<file path="src/design/aapc_pkg.sv">
// Types and constants of the box pair collision resolver.
`default_nettype none
package aapc_pkg;
  localparam int PosW  = 24;
  localparam int SizeW = 16;
  localparam int MassW = 16;
  localparam int FlagW = 2;
  localparam int DistW = PosW + 1;     // doubled centre distance
  localparam int PenW  = SizeW + 1;    // doubled penetration, size sum
  localparam int DenW  = MassW + 2;    // doubled mass total
  localparam int RemW  = PenW + MassW + 1;
  localparam int QW    = 16;           // quotient bits, one per divider step
  localparam int MoveW = QW + 1;

  localparam int FlagTrigger   = 0;
  localparam int FlagKinematic = 1;

  typedef struct packed {
    logic hit;
    logic axis;
    logic a_low;
    logic a_kin;
    logic b_kin;
  } side_t;

  typedef struct packed {
    logic [RemW-1:0] rem_a;
    logic [RemW-1:0] rem_b;
    logic [DenW-1:0] den;
    logic [QW-1:0]   q_a;
    logic [QW-1:0]   q_b;
  } div_t;
endpackage
`default_nettype wire

</file>
<file path="src/design/aapc_geom.sv">
// Front pipeline: overlap test, axis choice and mass products (three stages).
`default_nettype none
module aapc_geom (
  input  wire logic                        clk,
  input  wire logic                        rst_n,
  input  wire logic                        en,
  input  wire logic                        in_vld,
  input  wire logic [aapc_pkg::PosW-1:0]   a_x,
  input  wire logic [aapc_pkg::PosW-1:0]   a_y,
  input  wire logic [aapc_pkg::PosW-1:0]   b_x,
  input  wire logic [aapc_pkg::PosW-1:0]   b_y,
  input  wire logic [aapc_pkg::SizeW-1:0]  a_width,
  input  wire logic [aapc_pkg::SizeW-1:0]  a_height,
  input  wire logic [aapc_pkg::SizeW-1:0]  b_width,
  input  wire logic [aapc_pkg::SizeW-1:0]  b_height,
  input  wire logic [aapc_pkg::MassW-1:0]  a_mass,
  input  wire logic [aapc_pkg::MassW-1:0]  b_mass,
  input  wire logic [aapc_pkg::FlagW-1:0]  a_flags,
  input  wire logic [aapc_pkg::FlagW-1:0]  b_flags,
  output logic                             out_vld,
  output aapc_pkg::side_t                  out_side,
  output aapc_pkg::div_t                   out_div
);
  import aapc_pkg::*;

  // stage 1
  logic             v1_r;
  logic [DistW-1:0] dx2_r, dy2_r;
  logic [PenW-1:0]  sw_r, sh_r;
  logic             ltx_r, lty_r, trig_r, akin1_r, bkin1_r;
  logic [MassW-1:0] ma1_r, mb1_r;
  // stage 2
  logic             v2_r;
  logic [PenW-1:0]  pen_r;
  side_t            side2_r;
  logic [MassW-1:0] ma2_r, mb2_r;
  // stage 3
  logic             v3_r;
  side_t            side3_r;
  div_t             div3_r;

  logic signed [PosW:0] dx_s, dy_s;
  logic [PosW-1:0]      adx, ady;
  logic                 ovl, horiz, both_zero;
  logic [PenW-1:0]      px2, py2;

  always_comb begin
    dx_s = $signed({a_x[PosW-1], a_x}) - $signed({b_x[PosW-1], b_x});
    dy_s = $signed({a_y[PosW-1], a_y}) - $signed({b_y[PosW-1], b_y});
    adx  = dx_s[PosW] ? PosW'(-dx_s) : dx_s[PosW-1:0];
    ady  = dy_s[PosW] ? PosW'(-dy_s) : dy_s[PosW-1:0];
    ovl  = trig_r && (dx2_r < DistW'(sw_r)) && (dy2_r < DistW'(sh_r));
    px2  = sw_r - dx2_r[PenW-1:0];
    py2  = sh_r - dy2_r[PenW-1:0];
    horiz = px2 < py2;
    both_zero = (ma1_r == '0) && (mb1_r == '0);
  end

  always_ff @(posedge clk) begin
    if (!rst_n) begin
      v1_r <= 1'b0;
      v2_r <= 1'b0;
      v3_r <= 1'b0;
    end else if (en) begin
      v1_r <= in_vld;
      v2_r <= v1_r;
      v3_r <= v2_r;
    end
  end

  always_ff @(posedge clk) begin
    if (en) begin
      dx2_r   <= {adx, 1'b0};
      dy2_r   <= {ady, 1'b0};
      sw_r    <= PenW'(a_width) + PenW'(b_width);
      sh_r    <= PenW'(a_height) + PenW'(b_height);
      ltx_r   <= $signed(a_x) < $signed(b_x);
      lty_r   <= $signed(a_y) < $signed(b_y);
      trig_r  <= !a_flags[FlagTrigger] && !b_flags[FlagTrigger];
      akin1_r <= a_flags[FlagKinematic];
      bkin1_r <= b_flags[FlagKinematic];
      ma1_r   <= a_mass;
      mb1_r   <= b_mass;

      side2_r.hit   <= ovl;
      side2_r.axis  <= ovl && !horiz;
      side2_r.a_low <= horiz ? ltx_r : lty_r;
      side2_r.a_kin <= akin1_r;
      side2_r.b_kin <= bkin1_r;
      pen_r         <= horiz ? px2 : py2;
      // both masses zero: split evenly
      ma2_r         <= both_zero ? MassW'(1) : ma1_r;
      mb2_r         <= both_zero ? MassW'(1) : mb1_r;

      side3_r      <= side2_r;
      div3_r.rem_a <= RemW'(pen_r * ma2_r);
      div3_r.rem_b <= RemW'(pen_r * mb2_r);
      div3_r.den   <= {DenW'(ma2_r) + DenW'(mb2_r)} << 1;
      div3_r.q_a   <= '0;
      div3_r.q_b   <= '0;
    end
  end

  assign out_vld  = v3_r;
  assign out_side = side3_r;
  assign out_div  = div3_r;
endmodule
`default_nettype wire

</file>
<file path="config.mk">
export PLATFORM = sky130hd
export DESIGN_NAME = aapc_geom
export DESIGN_NICKNAME = d
export VERILOG_FILES = /design/src/design/aapc_pkg.sv /design/src/design/aapc_geom.sv
export SDC_FILE = /design/constraint.sdc
export NUM_CORES = 2
export LEC_CHECK = 0
export BUFFER_PORTS_ARGS = -buffer_cell sky130_fd_sc_hd__buf_2
export CAP_MARGIN = 20
export CORE_ASPECT_RATIO = 0.7
export CORE_MARGIN = 3
export CORE_UTILIZATION = 63
export CTS_BUF_LIST = sky130_fd_sc_hd__clkbuf_4 sky130_fd_sc_hd__clkbuf_8
export DETAILED_ROUTE_END_ITERATION = 8
export PLACE_DENSITY = 0.84
export SLEW_MARGIN = 0
export SYNTH_ARGS = -nofsm -noshare
export SYNTH_HDL_FRONTEND = slang
export SYNTH_SLANG_ARGS = --single-unit
</file>
<file path="constraint.sdc">
create_clock -name clk -period 6.9 [get_ports clk]
set_input_delay 0.345 -clock clk [delete_from_list [all_inputs] [get_ports clk]]
set_output_delay 0.345 -clock clk [all_outputs]
set_load 0.01 [all_outputs]
</file>
Yosys cells after proc, flatten, opt, wreduce, memory -nomap -nowiden

Cells that the tools add are included.

Logic and storage cells: 60
Bits of input ports: 200
Register bits: 264

Multiply operators: 2
Multiplexer cells: 4
Magnitude comparators: 5
Reduce and logical (&&, ||, !) cells: 10
$add $sub $neg: 9

Operators by type and width:

| operator                                        | number |
|---|---|
| 17-bit by 16-bit multiplier with 33-bit output  | 2 |
| 16-bit by 16-bit adder with 17-bit output       | 3 |
| 25-bit by 17-bit < comparator with 1-bit output | 2 |
| 24-bit by 24-bit subtractor with 25-bit output  | 2 |
| 24-bit < comparator                             | 2 |
| 24-bit two-way mux                              | 2 |
| 24-bit negator                                  | 2 |
| 17-bit subtractor                               | 2 |
| 16-bit logical NOT                              | 2 |
| 17-bit < comparator                             | 1 |
| 17-bit two-way mux                              | 1 |
| 1-bit logical AND                               | 5 |
| 1-bit logical NOT                               | 3 |
| 1-bit two-way mux                               | 1 |

Logic depth before layout (Yosys ltp)

Depth in word-level cells: 4
Mapped depth: 26
Depth with buffers taken out: 25

Worst setup path after synthesis

OpenSTA, ideal clock, no wires.

Path type: register to register
Start: reg mb2_r[7]
End: reg div3_r (netlist bit out_div[81]), data pin
Data required time: 6638 ps
Arrival: 6048 ps
Cell stages (with the launch flop): 24
Buffers on the path: 2
Setup time: 262 ps
Setup slack: 590 ps
Clock period less this slack: 6310 ps
Path through: edfxtp_1 clkbuf_1 clkbuf_1 nand2_1 fa_1 inv_1 fa_1 fa_1 fa_1 fa_1 inv_1 fa_1 inv_1 ha_1 a21o_1 a21o_1 a211oi_1 o31ai_1 a41o_1 o221ai_1 nor2_1 a211o_1 o31ai_1 xnor2_1

Word-level cells in the longest chain between the ends: 1

Ends and longest elaborated chain:

| element                                        | line            | RTL |
|---|---|---|
| from (decl)                                    | aapc_geom.sv:36 | `logic [MassW-1:0] ma2_r, mb2_r;` |
| from (signal assigned)                         | aapc_geom.sv:93 | `mb2_r <= both_zero ? MassW'(1) : mb1_r;` |
| 17-bit by 16-bit multiplier with 33-bit output | aapc_geom.sv:97 | `div3_r.rem_b <= RemW'(pen_r * mb2_r);` |
| to (decl)                                      | aapc_geom.sv:40 | `div_t div3_r;` |

No other way between the ends.
A chain may end at the register's enable or synchronous reset.

Worst setup path in the final report

Start: reg mb2_r[4]
End: reg div3_r (netlist bit out_div[82]), data pin

Same word-level chain as after synthesis.

==> impl_summary.txt <==
----------------------------------------------------
[Outcome]
  Result of the run ... complete, no violations

[Timing]
  Setup-failing EPs final ... 0
  Period Utilization, post-route ... 0.983
  Fin Clk Skew ... 0.0380 ns
  Final period demand of the worst path ... 6.78 ns
  Worst max-slew margin expressed relative to the limit ... 0.248
  Pin slew with the least headroom to its limit ... 1.13 ns
  Max-slew violation total from the final report ... 0
  Worst hold margin ... 0.0548 ns
  Final Hold Fails ... 0
  Upper clock frequency limit ... 148 MHz

[Placement]
  Area after DPL ... 36600 um2
  Estimated wirelength of the detail-placed design ... 62900 um
  Number of instances in the placed design ... 4476
  Final Wtd Congestion ... 0.890
  Count of input and output buffers ... 288

[Logic synthesis]
  Number of distinct standard cells referenced by the synthesized netlist ... 79
  Count of flip-flops with a built-in enable after synthesis ... 261
  Warning count from the yosys run ... 0
  Post-Syn Instances ... 3525
  Top_reg_cell synth ... sky130_fd_sc_hd__edfxtp_1
  Synth area leader ... sky130_fd_sc_hd__fa_1
  Average cell area after synthesis ... 9.69 um2
  Async set or reset register ratio after synthesis ... 0
  FF+latch count, synth ... 264
  Cell types occupying the most area after synthesis ... sky130_fd_sc_hd__fa_1 25%, sky130_fd_sc_hd__edfxtp_1 23%, sky130_fd_sc_hd__ha_1 14%
  Cell Area, Synth ... 34200 um2
  Share of synthesized area occupied by flip-flops and latches ... 0.231
  Fraction of synthesized cell area taken by the top area cell type ... 0.248

[Run]
  Max-cap check violation count ... 0

[Cells and area]
  Layout cell share with drive strength beyond 1 ... 0.142
  Net count of the finished layout ... 4912
  Most frequent cells in the layout ... 646 x sky130_fd_sc_hd__inv_1, 420 x sky130_fd_sc_hd__fa_1, 377 x sky130_fd_sc_hd__ha_1, 365 x sky130_fd_sc_hd__nand2_1, 291 x sky130_fd_sc_hd__buf_2
  Final core utilization ... 0.731
  Commonest non-fill, non-tap cell in the layout ... sky130_fd_sc_hd__inv_1
  Finished Cell Area ... 38700 um2
  P&R area growth vs syn ... 13.2%
  Filler-free cell count of the finished design ... 4659

[Critical path]
  Path depth of the worst reg2reg path ... 25
  Crit path kind ... reg2reg
  Maximum cell stage delay along the critical path ... 0.53 ns
  Crit-path max FO ... 8
  Required time worst endpoint ... 7.26 ns
  Type of destination of the critical path ... flop
  Dominant cell type by count on the critical path ... sky130_fd_sc_hd__fa_1
  Slowest cell on the critical path ... sky130_fd_sc_hd__fa_1
  Critical Path Start Type ... flop
  Critical Path AT ... 7.14 ns

[Detailed routing]
  Number of nets with antenna violations after routing ... 0
  Routed length per placed instance ... 17.4 um
  Number of DRC markers in iteration 0 ... 2346
  Vias after detailed routing ... 25900
  DRC violation count after routing ... 0
  DRT Pass-1 Iters ... 5
  Via/cell ratio ... 5.56
  Total detailed-routing wirelength ... 81100 um

[Clock network]
  Clock tree from TritonCTS ... done
  Insertion delay of the later-clocked pin in the worst-skew pair ... 0.62 ns
  Root cell of the clock tree ... sky130_fd_sc_hd__clkbuf_8
  Clock Path Buffers ... 3
  # H-tree levels ... 2
  CTS Sinks ... 264
  Clock transition at path regs ... 0.07 ns
  Number of buffers created by CTS ... 44

[Global routing]
  Largest net degree at the start of global routing ... 172
  Global-route wire length before repair ... 131000 um
  GRT Total Usage ... 0.282
  Number of global-route vias before repair ... 26300
  Antenna violations before repair ... 3
  Remaining global-route overflow ... 0

[Die]
  Die X-Extent ... 284 um
  Std-Cell Core Area ... 52900 um2
  Die H ... 201 um
  Area of the die ... 57100 um2
  Starting utilization of the core area ... 0.646
  Ports ... 324
  Placement row count ... 70

[Min path]
  Path type of the worst min-delay path ... in2reg
  Worst Hold Path Cells ... 2

----------------------------------------------------
## per-stage QoR
stage	setup slack, ns	TNS (ns)
after global placement	0.172	0
after CTS	0.00767	0
final	0.120	0
after global routing	-0.107	-0.127
after detailed placement	0.00926	0
after floorplan	0.590	0
## timing repair
action                                  CTS  global route
buffers inserted                          0            62
gates resized for setup                   0            36
hold buffers                             38             0
endpoints found under the setup margin    0            13
endpoints found under the hold margin    38             0
## synthesized netlist by cell type, types with 10 or more instances
library cell	instances
sky130_fd_sc_hd__nand2_1	365
sky130_fd_sc_hd__ha_1	384
sky130_fd_sc_hd__nor4_1	14
sky130_fd_sc_hd__nand3_1	32
sky130_fd_sc_hd__xnor2_1	143
sky130_fd_sc_hd__a21o_1	62
sky130_fd_sc_hd__a31oi_1	18
sky130_fd_sc_hd__nor2_1	106
sky130_fd_sc_hd__buf_4	35
sky130_fd_sc_hd__a21oi_1	123
sky130_fd_sc_hd__o31ai_1	17
sky130_fd_sc_hd__fa_1	423
sky130_fd_sc_hd__nor3_1	34
sky130_fd_sc_hd__clkbuf_1	126
sky130_fd_sc_hd__or3_1	16
sky130_fd_sc_hd__a211oi_1	16
sky130_fd_sc_hd__edfxtp_1	261
sky130_fd_sc_hd__xor2_1	50
sky130_fd_sc_hd__nand4_1	10
sky130_fd_sc_hd__inv_1	646
sky130_fd_sc_hd__and2_1	264
sky130_fd_sc_hd__mux2i_1	21
sky130_fd_sc_hd__and3_1	15
sky130_fd_sc_hd__o21ai_0	90
sky130_fd_sc_hd__o21a_1	40
sky130_fd_sc_hd__or2_2	11
sky130_fd_sc_hd__o21bai_1	19
sky130_fd_sc_hd__a21boi_0	13
sky130_fd_sc_hd__nor2b_1	24
sky130_fd_sc_hd__nand2b_1	19
sky130_fd_sc_hd__o211ai_1	11
## area by class of cell
cell class	count	area [um2]
clock inverter	28	318
fill	3718	14200
clock buffer	51	658
tap	720	901
timing repair buffer	466	3070
antenna	1	2.50
multi-input combinational	2483	23400
inverter	646	2420
sequential	264	7900
## cells by family after synthesis
group                    count (synthesis)  synth area share
AND/OR/NAND/NOR                        940             0.137
buffers and inverters                  812            0.0931
adder cells (fa/ha/maj)                807             0.388
AO/OA/AOI/OAI                          480            0.0923
flip-flops                             264             0.231
XOR/XNOR                               193            0.0495
multiplexers                            28           0.00846
other                                    1          0.000110
## sequential cells by signal, indices dropped and copies added, names as in the netlist, 5 cells and up
| register | cells |
|---|---|
| dy2_r | 24 |
| sw_r | 17 |
| dx2_r | 24 |
| ma1_r | 16 |
| ma2_r | 16 |
| side2_r | 5 |
| pen_r | 17 |
| out_side | 5 |
| mb2_r | 16 |
| mb1_r | 16 |
| out_div | 83 |
| sh_r | 17 |
## path summary, 6_finish.rpt
kind | slack [ns] | to | start
max | 0.12 | out_div[82]$_DFFE_PP_ | mb2_r[4]$_SDFFCE_PP0P_
min | 0.05 | sh_r[0]$_DFFE_PP_ | b_height[0]
max reg2reg | 0.12 | out_div[82]$_DFFE_PP_ | mb2_r[4]$_SDFFCE_PP0P_
min reg2reg | 0.42 | side2_r[0]$_DFFE_PP_ | bkin1_r$_DFFE_PP_
## critical path, delay by kind of cell (launching register included)
| family | cells | cell delay, ns |
|---|---|---|
| buffers and inverters | 6 | 0.58 |
| AOI/OAI and AO/OA | 7 | 1.61 |
| adders and majority gates | 7 | 3.28 |
| DFF | 1 | 0.49 |
| and+or+nand+nor | 4 | 0.47 |
| xor gates and xnor gates | 1 | 0.12 |
## per-layer routing
layer	global-route usage	vias to the layer above	wire, um	share of wire
met5	0	-	13	0.00016
met4	0.0811	2	2370	0.029
met3	0.0555	173	7900	0.097
met2	0.432	1157	36100	0.45
met1	0.410	12500	34600	0.43
li1	-	12100	-	-
Power is not shown: default switching activity piles up to over one toggle a cycle in this logic, so the estimate is an artifact.
