<file path="src/design/aapc_pkg.sv">
// Types and constants of the box pair collision resolver.
`default_nettype none
package aapc_pkg;
  localparam int PosW  = 24;
  localparam int SizeW = 16;
  localparam int MassW = 16;
  localparam int FlagW = 2;
  localparam int DistW = PosW + 1;     // doubled centre distance
  localparam int PenW  = SizeW + 1;    // doubled penetration, size sum
  localparam int DenW  = MassW + 2;    // doubled mass total
  localparam int RemW  = PenW + MassW + 1;
  localparam int QW    = 16;           // quotient bits, one per divider step
  localparam int MoveW = QW + 1;

  localparam int FlagTrigger   = 0;
  localparam int FlagKinematic = 1;

  typedef struct packed {
    logic hit;
    logic axis;
    logic a_low;
    logic a_kin;
    logic b_kin;
  } side_t;

  typedef struct packed {
    logic [RemW-1:0] rem_a;
    logic [RemW-1:0] rem_b;
    logic [DenW-1:0] den;
    logic [QW-1:0]   q_a;
    logic [QW-1:0]   q_b;
  } div_t;
endpackage
`default_nettype wire

</file>
<file path="src/design/aapc_div_step.sv">
// One restoring-division step, run on both mass shares side by side.
`default_nettype none
module aapc_div_step #(
  parameter int Bit = 15
) (
  input  wire logic            clk,
  input  wire logic            rst_n,
  input  wire logic            en,
  input  wire logic            in_vld,
  input  wire aapc_pkg::side_t in_side,
  input  wire aapc_pkg::div_t  in_div,
  output logic                 out_vld,
  output aapc_pkg::side_t      out_side,
  output aapc_pkg::div_t       out_div
);
  import aapc_pkg::*;

  logic            vld_r;
  side_t           side_r;
  div_t            div_r;
  logic [RemW-1:0] sub;
  logic [RemW:0]   dif_a, dif_b;
  div_t            div_nxt;

  always_comb begin
    sub   = RemW'(in_div.den) << Bit;
    dif_a = {1'b0, in_div.rem_a} - {1'b0, sub};
    dif_b = {1'b0, in_div.rem_b} - {1'b0, sub};
    div_nxt = in_div;
    if (!dif_a[RemW]) begin
      div_nxt.rem_a    = dif_a[RemW-1:0];
      div_nxt.q_a[Bit] = 1'b1;
    end
    if (!dif_b[RemW]) begin
      div_nxt.rem_b    = dif_b[RemW-1:0];
      div_nxt.q_b[Bit] = 1'b1;
    end
  end

  always_ff @(posedge clk) begin
    if (!rst_n) begin
      vld_r <= 1'b0;
    end else if (en) begin
      vld_r <= in_vld;
    end
  end

  always_ff @(posedge clk) begin
    if (en) begin
      side_r <= in_side;
      div_r  <= div_nxt;
    end
  end

  assign out_vld  = vld_r;
  assign out_side = side_r;
  assign out_div  = div_r;
endmodule
`default_nettype wire

</file>
<file path="config.mk">
export PLATFORM = sky130hd
export DESIGN_NAME = aapc_div_step
export DESIGN_NICKNAME = d
export VERILOG_FILES = /design/src/design/aapc_pkg.sv /design/src/design/aapc_div_step.sv
export SDC_FILE = /design/constraint.sdc
export NUM_CORES = 1
export LEC_CHECK = 0
export ABC_CLOCK_PERIOD_IN_PS = 4500
export BUFFER_PORTS_ARGS = -buffer_cell sky130_fd_sc_hd__buf_4
export CAP_MARGIN = 20
export CORE_AREA = 2 2 134 136
export CTS_CLUSTER_DIAMETER = 100
export DETAILED_ROUTE_END_ITERATION = 10
export DIE_AREA = 0 0 136 138
export PLACE_DENSITY = 0.65
export RECOVER_POWER = 50
export SLEW_MARGIN = 10
export SYNTH_ARGS = -nofsm -noshare
export SYNTH_HDL_FRONTEND = slang
export SYNTH_SLANG_ARGS = --single-unit
</file>
<file path="constraint.sdc">
create_clock -name clk -period 4.5 [get_ports clk]
set_clock_uncertainty 0.05 [all_clocks]
set_input_delay 0.45 -clock clk [delete_from_list [all_inputs] [get_ports clk]]
set_output_delay 0.45 -clock clk [all_outputs]
set_load 0.01 [all_outputs]
</file>
# Word level (Yosys, flattened, before mapping)
# Index checks and enable logic that the tools add are counted.
# totals
elab_cells	17
out_inout_bits	124
inputBits	127
regBits	124
# classes
n_addsub	2
muxes	2
# op_table
operator	count
$sub 34x33->35	2
$mux 34	2

# Longest topological paths before layout
# Gate-level depths: netlist (run 1).
# depth
ltp_word	2
depth_mapped	12
depth_no_buf	12

# Worst setup path after synthesis (run 1)
# No wires, ideal clock.
# synth_path
path_kind	in2reg
from	input port in_div[33] in the netlist's numbering
to	register div_r, in the netlist out_div[81], data pin
cell_stages	11
path_slack_ps	1455
arrival_time_ps	2735
path_buffers	1
setup_ps	260
required_ps	4190
cell_sequence	inv_1 -> ha_1 -> nor2b_1 -> o2111a_1 -> o21ai_0 -> o21ai_2 -> a211oi_2 -> o21bai_1 -> a21boi_4 -> buf_6 -> mux2_2
# synth_rtl
item	line	source
from (decl)	aapc_div_step.sv:11	input wire aapc_pkg::div_t in_div,
to (signal assigned)	aapc_div_step.sv:51	div_r <= div_nxt;
to (decl)	aapc_div_step.sv:20	div_t div_r;

==> results of run 1 <==
## flip-flops by register name, summed over array words and instances, names as in the netlist
name,count
out_vld,1
out_side,5
out_div,118
## through the flow
| stage | hold slack (ns) | power, W | worst slack [ns] |
|---|---|---|---|
| final | 0.179 | 0.00349 | 1.33 |
| after global routing | 0.158 | 0.00364 | 1.13 |
| after CTS | 0.140 | 0.00357 | 1.19 |
| after detailed placement | 0.502 | 0.00218 | 0.747 |
| after global placement | 0.457 | 0.00216 | 0.842 |
| after floorplan | 0.488 | 0.00182 | 1.45 |
## metal layers
metal | vias to the layer above | share of wire (%)
li1 | 2197 | -
met1 | 2140 | 39
met2 | 181 | 52
met3 | 31 | 7.6
met4 | 0 | 1.9
met5 | - | 0
## final timing paths
kind              start            to  cells past startpoint
max          in_div[33]  out_div[105]                     11
min          in_div[13]   out_div[13]                      1
max reg2reg     out_vld       out_vld                      2
min reg2reg     out_vld       out_vld                      2
## Yosys cell counts, types with 4 or more instances
| cell | count | area, µm² |
|---|---|---|
| nor3_1 | 6 | 30.0 |
| inv_1 | 30 | 113 |
| edfxtp_1 | 123 | 3690 |
| ha_1 | 36 | 450 |
| o31ai_1 | 4 | 30.0 |
| a21oi_1 | 37 | 185 |
| a21o_1 | 11 | 82.6 |
| nand2b_1 | 4 | 25.0 |
| mux2_1 | 13 | 146 |
| a31oi_1 | 6 | 37.5 |
| nand2_1 | 21 | 78.8 |
| o21a_1 | 6 | 45.0 |
| mux2i_1 | 4 | 40.0 |
| mux2_2 | 9 | 101 |
| nand3_1 | 5 | 25.0 |
| o21ai_0 | 19 | 95.1 |
| xor2_1 | 13 | 114 |
| nor2_1 | 29 | 109 |
| xnor2_1 | 13 | 114 |
| nor2b_1 | 7 | 43.8 |
## layout make-up
type / instances / share of cell area [%]
clock buffer: 18 / 5.08
tap: 229 / 3.39
timing repair buffer: 253 / 19.5
inverter: 30 / 1.33
multi-input combinational: 281 / 24.7
sequential: 124 / 44.0
clock inverter: 14 / 2.01
## power groups by stage
stage | Combinational, W | Clock [W] | Sequential, W
final | 0.000661 | 0.00138 | 0.00145
after global routing | 0.000724 | 0.00146 | 0.00146
after CTS | 0.000710 | 0.00141 | 0.00145
after detailed placement | 0.000705 | 0 | 0.00147
after global placement | 0.000693 | 0 | 0.00147
after floorplan | 0.000281 | 0 | 0.00153
## worst max-delay path: stages
cell,delay [ns]
clkbuf_4,0.11
inv_1,0.18
ha_1,0.26
nor2b_1,0.15
o31a_1,0.27
o31a_1,0.28
o41ai_2,0.42
o21ai_1,0.18
a41o_1,0.41
buf_16,0.22
mux2_1,0.32
## cell families (layout without fill, tap and decap cells)
logic type                 Yosys count  count (layout)  share of synthesized area [%]
muxes                               26              26                           4.82
xor gates and xnor gates            26              26                           3.82
AOI/OAI and AO/OA                  106             106                           11.5
and+or+nand+nor                     85              85                           6.65
adders and majority gates           38              38                           8.22
buffers and inverters               37             315                           2.73
DFF                                124             124                           62.2
==> results.py, run 1 <==
metrics = {
    "clock_network": {
        "clkTransAtPathRegs_ns": 0.06,
        "clock_path_buffers": 2,
        "cts.sink_count": 124,
        "post_cts_buffers": 0,
        "cts-root-buf": "clkbuf_16",
        "cts_inserted_buffers": 17,
        "cts_hold_buf": 0,
        "cts_tree": "done",
        "cts_htree_levels": 4,
        "clk-insertion-delay-late_ns": 0.41,
        "cts_resized": 0,
    },
    "detailed_routing": {
        "vias_per_cell": 4.79,
        "vias": 4549,
        "totalWireLength_um": 16300,
        "wl_per_cell_um": 17.2,
        "drt_pass1_iterations": 4,
        "ant_nets": 0,
        "drt-initial-drc-count": 228,
        "post-route-drc-count": 0,
    },
    "sta": {
        "drv_slew": 43,
        "setup_tns_ns": 0,
        "period_minus_slack_ns": 3.17,
        "fin_crit_sh_pct": 70.3,
        "setup-violations-final": 0,
        "max_freq_mhz": 316,
        "rsz0062_at_grt": "false",
        "relSlewSlack_pct": -56.4,
        "hold_violations": 0,
        "tightest_slew_ns": 2.35,
    },
    "pwr": {
        "seqPwrFrac_pct": 41.5,
        "p_int_w": 0.00260,
        "comb_power_share_pct": 19.0,
        "vdd_drop_max_mv": 0.219,
        "power.switching_w": 0.000888,
        "leakage_nw": 3.52,
        "powerDensity_nw_per_um2": 413,
        "clock_power_share_pct": 39.5,
        "swShare_pct": 25.5,
    },
    "placed_design": {
        "portBuffers": 250,
        "placed_cells": 916,
        "place.gp.congestion": 0.866,
        "placed_area_um2": 8090,
        "dp_hpwl_um": 12800,
    },
    "floorplanning": {
        "die_x_um": 136,
        "num_rows": 49,
        "initial_core_util_pct": 34.0,
        "coreArea_um2": 17500,
        "floorplan.io_pins": 251,
        "fp.dieArea_um2": 18800,
        "die_h_um": 138,
    },
    "finish": {
        "num_antenna_cells": 0,
        "area_delta_synth_final_pct": 41.6,
        "n_fill_cell": 1631,
        "multi_input_area_um2": 2090,
        "drive_above_1_share_pct": 31.3,
        "fin_util_pct": 48.2,
        "register_area_um2": 3710,
        "final_common_cell": "edfxtp_1",
        "finalInstanceArea_um2": 8450,
        "post_layout_nonfiller_instances": 949,
        "final_cell_mix": "123 x edfxtp_1, 106 x buf_4, 74 x clkbuf_1",
        "finalNetCount": 872,
    },
    "yosys": {
        "synth_area_um2": 5970,
        "synth_ff_type": "edfxtp_1",
        "ys_types": 50,
        "syn_inst": 442,
        "synth_nets": 607,
        "seq_area_frac_synth_pct": 62.2,
        "async_reset_ff_share_pct": 0,
        "synth-edff-count": 123,
        "yosys_register_bits": 124,
        "postSynthAreaPerCell_um2": 13.5,
        "yosysWarningCount": 0,
    },
    "outcome": {
        "status": "finished, violations left",
        "violations": "capacitance limit, slew limit",
    },
    "min_path": {
        "hp-class": "primary input to flop",
    },
    "critical_path": {
        "cp-start-kind": "primary input",
        "regToRegSetupSlack_ns": 3.79,
        "crit_fanout": 21,
        "end_kind": "flop",
        "crit_type": "primary input to flop",
        "arrival_ns": 3.28,
        "required_ns": 4.61,
    },
    "global_routing": {
        "busiest_layer": "met2",
        "grt_remaining_overflow": 0,
        "antenna_found_initial": 0,
        "gr-usage-met2_pct": 30.9,
        "grt_use_met1_pct": 18.9,
        "grt_util_met3_pct": 5.06,
        "grt_pass1_wl_um": 24400,
        "grt_max_degree": 48,
        "grt_usage_pct": 17.2,
        "first_global_vias": 4573,
    },
    "flow_run": {
        "drv_cap": 1,
    },
}
Power figures use the tool's default switching activity.
==> run 2, diff against run 1 <==
--- a/config.mk
+++ b/config.mk
@@ -5,14 +5,15 @@
 export SDC_FILE = /design/constraint.sdc
 export NUM_CORES = 1
 export LEC_CHECK = 0
-export ABC_CLOCK_PERIOD_IN_PS = 4500
+export ABC_AREA = 1
+export ABC_CLOCK_PERIOD_IN_PS = 2550
 export BUFFER_PORTS_ARGS = -buffer_cell sky130_fd_sc_hd__buf_4
 export CAP_MARGIN = 20
-export CORE_AREA = 2 2 134 136
+export CORE_AREA = 2 2 142 144
 export CTS_CLUSTER_DIAMETER = 100
 export DETAILED_ROUTE_END_ITERATION = 10
-export DIE_AREA = 0 0 136 138
-export PLACE_DENSITY = 0.65
+export DIE_AREA = 0 0 144 146
+export PLACE_DENSITY = 0.66
 export RECOVER_POWER = 50
 export SLEW_MARGIN = 10
 export SYNTH_ARGS = -nofsm -noshare
==> constraint.sdc (replaced) <==
create_clock -name clk -period 2.55 [get_ports clk]
set_clock_uncertainty 0.05 [all_clocks]
set_input_delay 0.255 -clock clk [delete_from_list [all_inputs] [get_ports clk]]
set_output_delay 0.255 -clock clk [all_outputs]
set_load 0.01 [all_outputs]
==> results.py, run 2 <==
metrics = {
    "detailed_routing": {
        "drt_pass1_iterations": 4,
        "ant_nets": 0,
        "totalWireLength_um": 22200,
        "post-route-drc-count": 0,
        "vias_per_cell": 4.59,
        "vias": 6053,
        "drt-initial-drc-count": 219,
        "wl_per_cell_um": 16.8,
    },
    "floorplanning": {
        "die_h_um": 146,
        "die_x_um": 144,
        "fp.dieArea_um2": 21000,
        "initial_core_util_pct": 34.9,
        "coreArea_um2": 19300,
        "num_rows": 51,
        "floorplan.io_pins": 251,
    },
    "pwr": {
        "seqPwrFrac_pct": 37.6,
        "clock_power_share_pct": 40.2,
        "p_int_w": 0.00496,
        "vdd_drop_max_mv": 0.456,
        "power_w": 0.00681,
        "powerDensity_nw_per_um2": 656,
        "leakage_nw": 4.80,
        "power.switching_w": 0.00185,
        "comb_power_share_pct": 22.3,
        "swShare_pct": 27.2,
    },
    "yosys": {
        "seq_area_frac_synth_pct": 55.1,
        "synth_ff_type": "edfxtp_1",
        "synth_area_um2": 6740,
        "synth_top_area_share_pct": 54.8,
        "yosys_register_bits": 124,
        "synth_top_area_cell": "edfxtp_1",
        "yosys-top-cells-area": "edfxtp_1 55%, nand2_1 12%, ha_1 6.7%",
        "postSynthAreaPerCell_um2": 9.78,
        "synth_nets": 854,
        "syn_inst": 689,
        "ys_types": 34,
        "yosysWarningCount": 0,
        "synth_most_common_cell": "nand2_1",
        "async_reset_ff_share_pct": 0,
        "synth_top_cells_by_count": "216 x nand2_1, 123 x edfxtp_1, 85 x inv_1, 49 x nand3_1, 45 x nor2_1",
        "synth-edff-count": 123,
    },
    "critical_path": {
        "endpoint": "out_div[107]",
        "critPathTopFamily": "buffers and inverters",
        "crit_cells": 10,
        "cpMostUsedCell": "nand2_1",
        "cp-start-kind": "primary input",
        "crit_fanout": 27,
        "arrival_ns": 2.50,
        "required_ns": 2.65,
        "r2r_start": "out_vld",
        "path_cells": "dlygate4sd3_1 -> clkbuf_1 -> inv_1 -> ha_1 -> nand2_1 -> nand3_1 -> nand2_1 -> clkinv_2 -> nor2_8 -> o21ai_2",
        "crit_type": "primary input to flop",
        "slowest_stage": "dlygate4sd3_1",
        "end_kind": "flop",
        "r2r_cells": 2,
        "worstSetupStartpoint": "in_div[34]",
        "cp_num_buf_inv": 4,
        "timing.rr.end": "out_vld",
        "max_stage_delay_ns": 0.52,
        "regToRegSetupSlack_ns": 1.86,
    },
    "global_routing": {
        "grt_remaining_overflow": 0,
        "antenna_found_initial": 0,
        "grt_max_degree": 45,
        "first_global_vias": 6174,
        "grt_usage_pct": 21.2,
        "grt_pass1_wl_um": 33600,
    },
    "clock_network": {
        "cts_resized": 0,
        "clkTransAtPathRegs_ns": 0.06,
        "clock_path_buffers": 2,
        "cts_inserted_buffers": 17,
        "cts-root-buf": "clkbuf_16",
        "post_cts_buffers": 0,
        "cts_htree_levels": 4,
        "cts.sink_count": 124,
        "cts_tree": "done",
        "clk-insertion-delay-late_ns": 0.41,
    },
    "finish": {
        "largest_register_ffs": 118,
        "register_area_um2": 3710,
        "final_cell_mix": "216 x nand2_1, 177 x buf_4, 123 x edfxtp_1",
        "post_layout_nonfiller_instances": 1320,
        "finalInstanceArea_um2": 10400,
        "n_fill_cell": 1727,
        "final_common_cell": "nand2_1",
        "drive_above_1_share_pct": 32.9,
        "multi_input_area_um2": 2620,
        "finalNetCount": 1207,
        "area_delta_synth_final_pct": 54.1,
        "num_antenna_cells": 0,
    },
    "sta": {
        "relSlewSlack_pct": -18.0,
        "setup-violations-final": 0,
        "tightest_slew_ns": 1.77,
        "whs_ns": 0.0463,
        "hold_violations": 0,
        "setup_tns_ns": 0,
        "max_freq_mhz": 417,
        "fin_crit_sh_pct": 94.0,
        "drv_slew": 30,
        "rsz0062_at_grt": "false",
        "period_minus_slack_ns": 2.40,
    },
    "placed_design": {
        "placed_cells": 1205,
        "portBuffers": 250,
        "placed_area_um2": 8940,
        "dp_hpwl_um": 16300,
        "place.gp.congestion": 0.867,
    },
    "outcome": {
        "violations": "capacitance limit, slew limit",
        "status": "finished, violations left",
    },
    "min_path": {
        "hp-class": "primary input to flop",
    },
    "flow_run": {
        "drv_cap": 1,
    },
}
## run 2: cell count changes after synthesis, sizes merged, moves of 6 or more
cell,before,now
a21oi,37,29
nand2,21,241
a31oi,6,0
mux2,22,0
nor2b,7,0
o21a,6,0
nand3b,0,10
nand3,5,50
xor2,13,2
inv,30,87
a21o,11,0
nor2,29,51
## run 2: what timing repair did
item,4_1_cts,5_1_grt
hold buffers,83,0
hold endpoints to repair,83,0
endpoints found under the setup margin,0,0
## run 2: worst register-to-register path, cell delays in order, from the launching register on
cell,delay [ns]
dfxtp_1,0.30
o21ai_0,0.16
a21oi_1,0.06
## run 2: kinds of logic (layout without fill, tap and decap cells)
logic type | Yosys count | in the layout | synth area share (%)
AND/OR/NAND/NOR | 362 | 362 | 23.8
flip-flops | 124 | 124 | 55.1
buffers and inverters | 95 | 461 | 6.11
AO/OA/AOI/OAI | 54 | 54 | 5.64
adder cells (fa/ha/maj) | 38 | 38 | 7.28
XOR/XNOR | 16 | 16 | 2.08
## run 2: layout make-up
type                    count  share of cell area [%]
flip-flops and latches    124                    35.7
multi-input cells         470                    25.2
clock buffers              18                    4.13
inverters                  89                    3.24
clock inverters            14                    2.17
repair buffers            340                    26.3
well taps                 265                    3.19
## run 2: worst min-delay path by stage
| stage | from | to | slack (ns) | cells after the start |
|---|---|---|---|---|
| floorplan | en | out_vld | 0.30 | 1 |
| global placement | in_div[22] | out_div[22] | 0.38 | 1 |
| global route | in_div[15] | out_div[15] | 0.05 | 2 |
| detailed placement | in_div[86] | out_div[86] | 0.38 | 1 |
| finish | rst_n | out_vld | 0.05 | 3 |
| CTS | rst_n | out_vld | 0.02 | 3 |
## run 2: per-stage QoR
| stage | utilization [%] | setup WS, ns |
|---|---|---|
| after floorplan | - | 0.714 |
| after global routing | 53.7 | 0.0105 |
| final | 53.7 | 0.152 |
| after global placement | 46.2 | 0.274 |
| after detailed placement | 46.2 | 0.294 |
| after CTS | 53.9 | 0.172 |
## run 2: power by group through the flow
| stage | Combinational [W] | Sequential [W] | Clock [W] |
|---|---|---|---|
| finish | 0.00152 | 0.00256 | 0.00274 |
| global route | 0.00166 | 0.00258 | 0.00288 |
| CTS | 0.00153 | 0.00255 | 0.00280 |
| detailed placement | 0.00142 | 0.00259 | 0 |
| global placement | 0.00141 | 0.00259 | 0 |
| floorplan | 0.000624 | 0.00270 | 0 |
## run 2: metal layers
metal,global-route usage [%],up-vias,wire length [µm]
met5,0,-,0
met3,5.23,25,1580
met4,6.67,0,440
met1,24.7,2839,8880
met2,38.0,196,11300
li1,-,2993,-
==> run 3, diff against run 2 <==
--- a/config.mk
+++ b/config.mk
@@ -13,7 +13,6 @@
 export CTS_CLUSTER_DIAMETER = 100
 export DETAILED_ROUTE_END_ITERATION = 10
 export DIE_AREA = 0 0 144 146
-export PLACE_DENSITY = 0.66
 export RECOVER_POWER = 50
 export SLEW_MARGIN = 10
 export SYNTH_ARGS = -nofsm -noshare
==> results.py, run 3 (same netlist as run 2, synthesis figures left out) <==
metrics = {
    "clock_network": {
        "cts_resized": 0,
        "cts.sink_count": 124,
        "clock_path_buffers": 2,
        "cts-root-buf": "clkbuf_16",
        "cts_inserted_buffers": 17,
        "clkTransAtPathRegs_ns": 0.06,
        "cts_htree_levels": 4,
        "clk-insertion-delay-late_ns": 0.41,
        "cts_tree": "done",
    },
    "finish": {
        "num_antenna_cells": 0,
        "finalInstanceArea_um2": 10400,
        "n_fill_cell": 1763,
        "drive_above_1_share_pct": 33.2,
        "largest_register_ffs": 118,
        "area_delta_synth_final_pct": 54.8,
        "final_common_cell": "nand2_1",
        "final_cell_mix": "216 x nand2_1, 176 x buf_4, 123 x edfxtp_1",
        "finalNetCount": 1209,
    },
    "global_routing": {
        "grt_usage_pct": 20.5,
        "grt_remaining_overflow": 0,
        "grt_max_degree": 57,
        "grt_pass1_wl_um": 32600,
        "antenna_found_initial": 0,
        "first_global_vias": 6073,
    },
    "placed_design": {
        "place.gp.congestion": 0.874,
        "placed_area_um2": 8950,
        "portBuffers": 250,
        "dp_hpwl_um": 16300,
    },
    "critical_path": {
        "max_stage_delay_ns": 0.53,
        "required_ns": 2.66,
        "slowest_stage": "dlygate4sd3_1",
        "crit_fanout": 14,
        "cp-start-kind": "primary input",
        "arrival_ns": 2.47,
        "path_cells": "dlygate4sd3_1 -> clkbuf_4 -> inv_1 -> ha_1 -> nand2_1 -> nand3_1 -> nand2_2 -> clkinv_2 -> nor2_8 -> buf_4 -> o21ai_2",
        "end_kind": "flop",
        "crit_type": "primary input to flop",
    },
    "floorplanning": {
        "initial_core_util_pct": 34.9,
        "floorplan.io_pins": 251,
        "die_x_um": 144,
        "coreArea_um2": 19300,
        "num_rows": 51,
        "die_h_um": 146,
        "fp.dieArea_um2": 21000,
    },
    "outcome": {
        "status": "finished, violations left",
        "violations": "capacitance limit, slew limit",
    },
    "pwr": {
        "leakage_nw": 4.82,
        "vdd_drop_max_mv": 0.460,
        "powerDensity_nw_per_um2": 645,
    },
    "sta": {
        "whs_ns": 0.0508,
        "max_freq_mhz": 424,
        "rsz0062_at_grt": "false",
        "fin_crit_sh_pct": 92.4,
        "tightest_slew_ns": 2.26,
        "drv_slew": 33,
        "hold_violations": 0,
        "period_minus_slack_ns": 2.36,
        "setup-violations-final": 0,
        "setup_tns_ns": 0,
        "relSlewSlack_pct": -50.9,
    },
    "min_path": {
        "hp-class": "primary input to flop",
    },
    "detailed_routing": {
        "drt_pass1_iterations": 4,
        "vias_per_cell": 4.55,
        "drt-initial-drc-count": 207,
        "wl_per_cell_um": 16.4,
        "totalWireLength_um": 21700,
        "ant_nets": 0,
        "vias": 6016,
        "post-route-drc-count": 0,
    },
    "flow_run": {
        "drv_cap": 1,
    },
}
run 3: timing repair:
| item | 4_1_cts | 5_1_grt |
|---|---|---|
| setup buffers | 0 | 1 |
| endpoints found under the hold margin | 83 | 0 |
| hold buffers | 83 | 0 |
| endpoints found under the setup margin | 0 | 5 |
run 3: final timing paths:
kind         slack [ns]  cells past startpoint        from          end
min                0.05                      3      in_vld      out_vld
max reg2reg        1.86                      2     out_vld      out_vld
min reg2reg        0.50                      2     out_vld      out_vld
max                0.19                     11  in_div[34]  out_div[72]
run 3: final cells by class:
cell class / count / area (µm²) / area share [%]
sequential: 124 / 3710 / 35.6
clock inverter: 14 / 205 / 1.97
tap: 265 / 332 / 3.18
timing repair buffer: 341 / 2790 / 26.8
clock buffer: 18 / 429 / 4.11
multi-input combinational: 471 / 2630 / 25.2
inverter: 89 / 337 / 3.22
run 3: per-stage QoR:
step / cells / setup slack, ns / total power [W] / util, %
after floorplan: 689 / 0.714 / 0.00332 / -
after global routing: 1322 / 0.00751 / 0.00704 / 54.0
final: 1322 / 0.193 / 0.00673 / 54.0
after detailed placement: 1205 / 0.290 / 0.00403 / 46.3
after global placement: 1205 / 0.289 / 0.00402 / 46.3
after CTS: 1320 / 0.164 / 0.00680 / 53.9
run 3: power by group:
group / internal, W / switching [W]
registers: 0.00249 / 0.0000639
clock network: 0.00166 / 0.000978
logic: 0.000724 / 0.000809
run 3: worst max-delay path: cells and delay by family:
kind / cells / cell delay [ns]
and+or+nand+nor: 4 / 0.64
adders and majority gates: 1 / 0.39
buffers and inverters: 5 / 1.09
AOI/OAI and AO/OA: 1 / 0.09
run 3: routing by layer:
metal / GRT usage (%) / routed length [µm] / up-vias
met1: 25.6 / 9290 / 2752
met5: 0 / 0 / -
met4: 7.25 / 519 / 0
li1: - / - / 3010
met2: 35.5 / 10500 / 224
met3: 3.69 / 1370 / 30
